**src/rtl/udiv_pkg.sv**
```systemverilog
// Shared types and constants for the unsigned divider.
package udiv_pkg;

  localparam int FIELD_BITS = 32;

  typedef logic [FIELD_BITS-1:0] field_t;

endpackage

```
**src/rtl/udiv_if.sv**
```systemverilog
// Valid/ready channel interfaces for operand words and result words.
interface udiv_in_if;
  import udiv_pkg::*;

  logic   valid;
  logic   ready;
  field_t dividend;
  field_t divisor;

  modport source (output valid, output dividend, output divisor, input ready);
  modport sink   (input valid, input dividend, input divisor, output ready);
endinterface

interface udiv_out_if;
  import udiv_pkg::*;

  logic   valid;
  logic   ready;
  field_t quotient;
  field_t remainder;

  modport source (output valid, output quotient, output remainder, input ready);
  modport sink   (input valid, input quotient, input remainder, output ready);
endinterface

```
**src/rtl/unsigned_divider_quotient_remainder.sv**
```systemverilog
// Unsigned divider top level: quotient and remainder by pipelined restoring division.
// A new dividend/divisor word can be taken on every clock while the output keeps up;
// each word passes through WORD_BITS register stages, one per quotient bit from the
// most significant end, and the last stage register holds the result.
// Each stage holds one compare-and-subtract of WORD_BITS bits, and that sets the clock.
// Operands are cut to (or zero-extended to) WORD_BITS bits before division and results
// are presented on 32-bit fields. A zero divisor is not trapped: the quotient is zero and
// the remainder equals the dividend. Every stage has its own valid bit and the ready
// chain lets bubbles close up, so a stalled output holds its word while earlier stages
// keep filling; nothing is kept between words and reset only clears the valid bits.
module unsigned_divider_quotient_remainder #(
  parameter int WORD_BITS = 32
) (
  input  logic            clk,
  input  logic            rst_n,
  udiv_in_if.sink         in_chan,
  udiv_out_if.source      out_chan
);
  import udiv_pkg::*;

  logic                 valid_s [0:WORD_BITS];
  logic                 ready_s [0:WORD_BITS];
  logic [WORD_BITS-1:0] rem_s   [0:WORD_BITS];
  logic [WORD_BITS-1:0] quo_s   [0:WORD_BITS];
  logic [WORD_BITS-1:0] div_s   [0:WORD_BITS];

  // Feed the head of the pipe; cut or widen operands to the working word.
  assign valid_s[0]    = in_chan.valid;
  assign in_chan.ready = ready_s[0];
  assign rem_s[0]      = WORD_BITS'(in_chan.dividend);
  assign div_s[0]      = WORD_BITS'(in_chan.divisor);
  assign quo_s[0]      = '0;

  // Stage k settles quotient bit WORD_BITS-1-k.
  for (genvar k = 0; k < WORD_BITS; k++) begin : g_stage
    udiv_stage #(
      .WORD_BITS (WORD_BITS),
      .SHIFT     (WORD_BITS - 1 - k)
    ) u_stage (
      .clk      (clk),
      .rst_n    (rst_n),
      .up_valid (valid_s[k]),
      .up_ready (ready_s[k]),
      .up_rem   (rem_s[k]),
      .up_quo   (quo_s[k]),
      .up_div   (div_s[k]),
      .dn_valid (valid_s[k+1]),
      .dn_ready (ready_s[k+1]),
      .dn_rem   (rem_s[k+1]),
      .dn_quo   (quo_s[k+1]),
      .dn_div   (div_s[k+1])
    );
  end

  // The last stage register doubles as the output register.
  assign out_chan.valid      = valid_s[WORD_BITS];
  assign ready_s[WORD_BITS]  = out_chan.ready;
  assign out_chan.quotient   = FIELD_BITS'(quo_s[WORD_BITS]);
  assign out_chan.remainder  = FIELD_BITS'(rem_s[WORD_BITS]);

  // A finished word always has its remainder below a non-zero divisor.
  a_rem_below_div: assert property (@(posedge clk) disable iff (!rst_n)
    valid_s[WORD_BITS] && (div_s[WORD_BITS] != '0) |->
      rem_s[WORD_BITS] < div_s[WORD_BITS])
    else $error("remainder not below divisor");

  // A zero divisor never sets a quotient bit.
  a_zero_div_quo: assert property (@(posedge clk) disable iff (!rst_n)
    valid_s[WORD_BITS] && (div_s[WORD_BITS] == '0) |-> quo_s[WORD_BITS] == '0)
    else $error("quotient non-zero for zero divisor");

  // An accepted operand word lands in the first stage.
  a_first_capture: assert property (@(posedge clk) disable iff (!rst_n)
    in_chan.valid && in_chan.ready |=> valid_s[1])
    else $error("accepted word lost at first stage");

endmodule

```
**src/rtl/udiv_stage.sv**
```systemverilog
// One restoring-division stage: settles a single quotient bit and registers the word.
module udiv_stage #(
  parameter int WORD_BITS = 32,
  parameter int SHIFT     = 0
) (
  input  logic                 clk,
  input  logic                 rst_n,
  input  logic                 up_valid,
  output logic                 up_ready,
  input  logic [WORD_BITS-1:0] up_rem,
  input  logic [WORD_BITS-1:0] up_quo,
  input  logic [WORD_BITS-1:0] up_div,
  output logic                 dn_valid,
  input  logic                 dn_ready,
  output logic [WORD_BITS-1:0] dn_rem,
  output logic [WORD_BITS-1:0] dn_quo,
  output logic [WORD_BITS-1:0] dn_div
);

  logic                 valid_r, valid_nxt;
  logic [WORD_BITS-1:0] rem_r, rem_nxt;
  logic [WORD_BITS-1:0] quo_r, quo_nxt;
  logic [WORD_BITS-1:0] div_r;
  logic                 take_bit;

  // Shifted divisor fits the word exactly when the partial remainder's top bits reach it.
  assign take_bit = (up_div != '0) && ((up_rem >> SHIFT) >= up_div);

  always_comb begin
    rem_nxt = take_bit ? (up_rem - (up_div << SHIFT)) : up_rem;
    quo_nxt = {up_quo[WORD_BITS-2:0], take_bit};
  end

  // Advance when empty or when the next stage takes the held word.
  assign up_ready  = !valid_r || dn_ready;
  assign valid_nxt = up_ready ? up_valid : valid_r;

  always_ff @(posedge clk) begin
    if (!rst_n) begin
      valid_r <= 1'b0;
    end else begin
      valid_r <= valid_nxt;
    end
  end

  always_ff @(posedge clk) begin
    if (up_valid && up_ready) begin
      rem_r <= rem_nxt;
      quo_r <= quo_nxt;
      div_r <= up_div;
    end
  end

  assign dn_valid = valid_r;
  assign dn_rem   = rem_r;
  assign dn_quo   = quo_r;
  assign dn_div   = div_r;

endmodule
```
**src/flat_wrapper.sv**
```systemverilog
// flat-port wrapper written by rule: the top's interface ports become plain ports
module unsigned_divider_quotient_remainder_flat import udiv_pkg::*;
#(
  parameter int WORD_BITS = 32
)
  (clk, rst_n, in_chan_valid, in_chan_dividend, in_chan_divisor, in_chan_ready, out_chan_valid, out_chan_quotient, out_chan_remainder, out_chan_ready);
  udiv_in_if in_chan_i ();
  udiv_out_if out_chan_i ();
  input  logic clk;
  input  logic rst_n;
  input wire logic [$bits(in_chan_i.valid)-1:0] in_chan_valid;
  input wire logic [$bits(in_chan_i.dividend)-1:0] in_chan_dividend;
  input wire logic [$bits(in_chan_i.divisor)-1:0] in_chan_divisor;
  output wire logic [$bits(in_chan_i.ready)-1:0] in_chan_ready;
  output wire logic [$bits(out_chan_i.valid)-1:0] out_chan_valid;
  output wire logic [$bits(out_chan_i.quotient)-1:0] out_chan_quotient;
  output wire logic [$bits(out_chan_i.remainder)-1:0] out_chan_remainder;
  input wire logic [$bits(out_chan_i.ready)-1:0] out_chan_ready;
  assign in_chan_i.valid = in_chan_valid;
  assign in_chan_i.dividend = in_chan_dividend;
  assign in_chan_i.divisor = in_chan_divisor;
  assign in_chan_ready = in_chan_i.ready;
  assign out_chan_valid = out_chan_i.valid;
  assign out_chan_quotient = out_chan_i.quotient;
  assign out_chan_remainder = out_chan_i.remainder;
  assign out_chan_i.ready = out_chan_ready;
  unsigned_divider_quotient_remainder #(.WORD_BITS(WORD_BITS)) u_core (.clk(clk), .rst_n(rst_n), .in_chan(in_chan_i), .out_chan(out_chan_i));
endmodule
```
**config.mk**
```make
export PLATFORM = sky130hd
export DESIGN_NAME = unsigned_divider_quotient_remainder_flat
export DESIGN_NICKNAME = d
export VERILOG_FILES = /design/src/rtl/udiv_pkg.sv /design/src/rtl/udiv_if.sv /design/src/rtl/unsigned_divider_quotient_remainder.sv /design/src/rtl/udiv_stage.sv /design/src/flat_wrapper.sv
export SDC_FILE = /design/constraint.sdc
export NUM_CORES = 2
export LEC_CHECK = 0
export ABC_AREA = 1
export BUFFER_PORTS_ARGS = -buffer_cell sky130_fd_sc_hd__buf_4
export CORE_MARGIN = 5
export CORE_UTILIZATION = 60
export DETAILED_ROUTE_END_ITERATION = 16
export HOLD_SLACK_MARGIN = 0.08
export PLACE_DENSITY_LB_ADDON = 0.2
export REMOVE_ABC_BUFFERS = 1
export SYNTH_ARGS = -nofsm -noshare
export SYNTH_HDL_FRONTEND = slang
export SYNTH_SLANG_ARGS = --single-unit
export TNS_END_PERCENT = 50
```
**constraint.sdc**
```tcl
create_clock -name clk -period 8.4 [get_ports clk]
set_clock_uncertainty 0.2 [all_clocks]
set_input_delay 1.68 -clock clk [delete_from_list [all_inputs] [get_ports clk]]
set_output_delay 1.68 -clock clk [all_outputs]
set_load 0.1 [all_outputs]
```
; ---- Word level (Yosys, flattened, before mapping)
; Index checks and enable logic that the tools add are counted.
[word_totals]
regBits = 2576
input_bits = 68
out_inout_bits = 66
wordCells = 383
[op_classes]
add_sub_neg = 32
n_lt_le_gt_ge = 32
muxes = 32
reduce_logical = 160
[ops]
columns = cell, count
row1 = $mux 32, 32
row2 = $reduce_bool 32->1, 32
row3 = $sub 32x32->32, 32
row4 = $logic_and 1x1->1, 64
row5 = $ge 1x32->1, 1
row6 = $ge 10x32->1, 1
row7 = $ge 11x32->1, 1
row8 = $ge 12x32->1, 1
row9 = $ge 13x32->1, 1
row10 = $ge 14x32->1, 1
row11 = $ge 15x32->1, 1
row12 = $ge 16x32->1, 1
row13 = $ge 17x32->1, 1
row14 = $ge 18x32->1, 1
row15 = $ge 19x32->1, 1
row16 = $ge 2x32->1, 1
row17 = $ge 20x32->1, 1
row18 = $ge 21x32->1, 1
row19 = $ge 22x32->1, 1
row20 = $ge 23x32->1, 1
row21 = $ge 24x32->1, 1
row22 = $ge 25x32->1, 1
row23 = $ge 26x32->1, 1
row24 = $ge 27x32->1, 1
row25 = other kinds (14), 76

; ---- Logic depth before layout (Yosys ltp)
[logic_depth]
depth_word = 34
depth_mapped = 25
mapped_depth_nobuf = 24

; ---- Cells and area by module
; From an unflattened synthesis, not the netlist that was laid out.
[unflattened]
cells_unflattened = 13826
area_unflattened_um2 = 145956.2
[modules_own_cells]
columns = mod, n_inst, cells_each, area_per_inst_um2, seq_area_each_um2
row1 = udiv_stage (u_core.g_stage[31].u_stage), 1, 809, 6247.2, 2902.8
row2 = udiv_stage (u_core.g_stage[30].u_stage), 1, 769, 6180.9, 2902.8
row3 = udiv_stage (u_core.g_stage[29].u_stage), 1, 749, 5975.7, 2902.8
row4 = udiv_stage (u_core.g_stage[28].u_stage), 1, 725, 5962.0, 2902.8
row5 = udiv_stage (u_core.g_stage[27].u_stage), 1, 690, 5791.8, 2902.8
row6 = udiv_stage (u_core.g_stage[26].u_stage), 1, 666, 5700.5, 2902.8
row7 = udiv_stage (u_core.g_stage[25].u_stage), 1, 628, 5581.6, 2902.8
row8 = udiv_stage (u_core.g_stage[24].u_stage), 1, 638, 5562.8, 2902.8
row9 = udiv_stage (u_core.g_stage[23].u_stage), 1, 617, 5396.4, 2902.8
row10 = udiv_stage (u_core.g_stage[22].u_stage), 1, 571, 5162.5, 2902.8
row11 = udiv_stage (u_core.g_stage[21].u_stage), 1, 529, 4977.3, 2902.8
row12 = udiv_stage (u_core.g_stage[20].u_stage), 1, 502, 4959.8, 2902.8
row13 = udiv_stage (u_core.g_stage[19].u_stage), 1, 461, 4712.0, 2902.8
row14 = udiv_stage (u_core.g_stage[18].u_stage), 1, 435, 4707.0, 2902.8
row15 = 19 more rows, n/a, n/a, n/a, n/a

; ---- Worst setup path before layout
; OpenSTA, ideal clock, no wires.
[synth_timing]
kind = input to register
start = in out_chan_ready
end = reg u_core.g_stage[24].u_stage.div_r[0] (enable)
setup_ps = 590
arrival_time_ps = 6358
required_ps = 7610
slack_ps = 1252
cell_stages = 6
n_path_buf = 0
path_cell_list = inv_1 > nand4_4 > nor3_4 > inv_1 > nor2_1 > a31oi_1
[synth_via]
elab_chain_cells = 9
[synth_rtl]
columns = item, line_no
row1 = from (decl), flat_wrapper.sv:18  ; input wire logic [$bits(out_chan_i.ready)-1:0] out_chan_ready;
row2 = $logic_or 1x1->1 (8 in series), udiv_stage.sv:35  ; assign up_ready = !valid_r || dn_ready;
row3 = $logic_and 1x1->1, udiv_stage.sv:47  ; if (up_valid && up_ready) begin
row4 = to (signal assigned), udiv_stage.sv:50  ; div_r <= up_div;
row5 = to (decl), udiv_stage.sv:23  ; logic [WORD_BITS-1:0] div_r;
; Every way passes these cells.
; A chain may end at the register's enable or synchronous reset.

; ---- Worst setup path in the final report
[layout_timing]
start = in out_chan_ready
end = out in_chan_ready
[layout_via]
elab_chain_cells = 32
[layout_rtl]
columns = item, line_no
row1 = $logic_or 1x1->1 (32 in series), udiv_stage.sv:35
row2 = to (decl), flat_wrapper.sv:14  ; output wire logic [$bits(in_chan_i.ready)-1:0] in_chan_ready;
; Every way passes these cells.

==> results.cfg <==
[status]
outcome = completed

[cts]
cts_root_buffer = clkbuf_16
cts_setup_buffers = 0
ctsHoldBuffers = 0
cts_tree = done
cts_buffer_depth = 4
numCtsBuffers = 277
cts_sinks = 2576
post_cts_resized = 0
path_clk_slew_ns = 0.06
cts_max_level = 5
clk_latency_ns = 0.91

[power_and_ir_drop]
p_switching_mw = 4.79
power.density_nw_per_um2 = 210
comb_power_share_pct = 0.3
switching_share_pct = 18.6
p_leak_nw = 46.3
p_int_mw = 21.0
power_frac_clock_pct = 45.3
ir_drop_v = 0.000258
pwr-share-seq_pct = 54.3

[grt]
grt_max_degree = 82
antenna_found_initial = 2
top_usage_layer = met2
grt_pass1_wl_um = 352000
gr-usage-met3_pct = 3.02
grt_remaining_overflow = 0
grt_use_met2_pct = 41.5
grt_pass1_vias = 63100
track_usage_pct = 23.4
use_met1_pct = 30.4

[routing]
viasPerCell = 5.58
drt-total-wl_um = 225000
drc_errors = 0
wire_per_inst_um = 19.8
ant_nets = 0
first_pass_iters = 6
drt-initial-drc-count = 4825
vias = 63500

[cells_and_area]
multi_input_area_um2 = 29100
antennaDiodeCount = 0
drive_above_1_share_pct = 6.79
seq_area_um2 = 77000
fin_util_pct = 67.3
nNetsFinal = 9341
fill_cells = 12800
area_growth_pct = 11.7

[synth]
async_flop_share_pct = 0
synth_cell_types = 64
yosys.area.top_type = edfxtp_1
synth_top_cells_by_count = 2544 x edfxtp_1, 1213 x nand2_1, 1000 x inv_1
synth_top_cell_area_share_pct = 69.4
synth_warnings = 0
yosys_register_bits = 2576
synthCells = 8351
synth_edf_count = 2544
yosys-top-cells-area = edfxtp_1 69%, ha_1 6.0%, nand2_1 4.1%, inv_1 3.4%, o21ai_0 2.8%
seq_area_frac_synth_pct = 69.9
yosysMostFrequentCell = edfxtp_1
synth_area_um2 = 110000
syn_avg_cell_area_um2 = 13.2
ys.flop_type = edfxtp_1

[placement]
port_buffers = 133
place_congestion = 0.918
dp_hpwl_um = 163000

[timing]
final_max_slew_viol_count = 0
timing.final.crit_period_ns = 7.12
holdWs_ns = 0.197
fmax_ghz = 0.140
grt_setup_unrepaired = no
fin_crit_sh_pct = 84.8
fin_setup_tns_ns = 0
relSlewSlack_pct = 16.1
tightest_slew_ns = 1.26
hold_viol = 0
setup_violations = 0

[die]
die_area_um2 = 192000
core_area_um2 = 183000
start_util_pct = 60.2
die_height_um = 438
ios = 134
row_count = 157
dieWidth_um = 438

[setup_path]
crit_path_end_kind = output pin
worst_ep_arrival_time_ns = 5.24
cp_max_fo = 5
reg2reg_slack_ns = 3.72
required_ns = 6.52
startpoint_type = input port
critPathKind = in -> out

[run]
max_cap_viol_count = 0

[min_path]
hold_path.class = reg -> reg
==> critical path: stages <==
cell and delay [ns]:
buf_4 0.11, inv_1 0.31, nand4_4 0.19, nor3_4 0.25, nand4_2 0.17, nor2_4 0.22
nand4_4 0.14, nor2_4 0.22, nand4_4 0.14, nor2_4 0.21, nand4_4 0.14, nor2_4 0.22
nand4_4 0.14, nor2_4 0.21, nand4_4 0.18, nor2_4 0.24, nand4_2 0.16, buf_4 0.27
==> flip-flops by register name (all words and copies together) (netlist names) <==
register and count:
u_core.g_stage.u_stage.dn_rem 1024, u_core.g_stage.u_stage.dn_div 992, u_core.g_stage.u_stage.dn_quo 528, u_core.g_stage.u_stage.dn_valid 32
==> layout make-up <==
class	instances	share of cell area, %
flip-flops and latches	2576	62.6
multi-input cells	4675	23.7
clock buffers	336	5.94
inverters	1003	3.07
well taps	2464	2.51
repair buffers	181	1.10
clock inverters	133	1.10
==> power by group through the flow <==
stage	registers [mW]	logic [mW]	clock network, mW
final	14.0	0.0894	11.7
after global routing	14.0	0.0990	12.5
after CTS	14.0	0.0914	12.0
after detailed placement	14.3	0.0905	0
after global placement	14.3	0.0872	0
after floorplan	14.3	0.0397	0
==> layout by cell type (no fill, tap or decap), drive strengths merged, types with 155 or more instances in the layout <==
master,instances
a21oi,531
buf,181
clkbuf,336
edfxtp,2544
ha,528
inv,1004
nand2,1215
nand3,155
nor2,326
nor4,212
o21ai,726
xnor2,196
xor2,253
==> metrics by stage <==
step | cell area (um2) | worst slack [ns] | total power, mW | std cells
floorplan | 110000 | 1.25 | 14.3 | 8254
global placement | 114000 | 1.50 | 14.4 | 10900
detailed placement | 114000 | 1.32 | 14.4 | 10900
CTS | 123000 | 1.26 | 26.1 | 11400
global route | 123000 | 1.08 | 26.6 | 11400
finish | 123000 | 1.28 | 25.8 | 11400
==> logic make-up after synthesis <==
logic type	after synthesis	synth area share, %
simple gates	2176	8.78
compound gates	1480	7.27
buf+inv	1100	3.78
fa+ha+maj	559	6.56
flops	2576	69.9
mux	11	0.100
xor+xnor	449	3.57
==> metal layers <==
layer | up-vias | wire [um]
li1 | 30900 | -
met1 | 30600 | 93400
met2 | 1493 | 115000
met3 | 411 | 9450
met4 | 0 | 6880
met5 | - | 0
==> worst paths after layout <==
path | from | endpoint | depth (start not counted)
max | out_chan_ready | in_chan_ready | 18
min reg2reg | u_core.g_stage[25].u_stage.dn_quo[9]$_DFFE_PP_ | u_core.g_stage[26].u_stage.dn_quo[10]$_DFFE_PP_ | 0
max reg2reg | u_core.g_stage[30].u_stage.dn_div[0]$_DFFE_PP_ | u_core.g_stage[31].u_stage.dn_rem[9]$_DFFE_PP_ | 17
min | u_core.g_stage[25].u_stage.dn_quo[9]$_DFFE_PP_ | u_core.g_stage[26].u_stage.dn_quo[10]$_DFFE_PP_ | 0
Note: power is estimated with default switching activity, not from simulation.
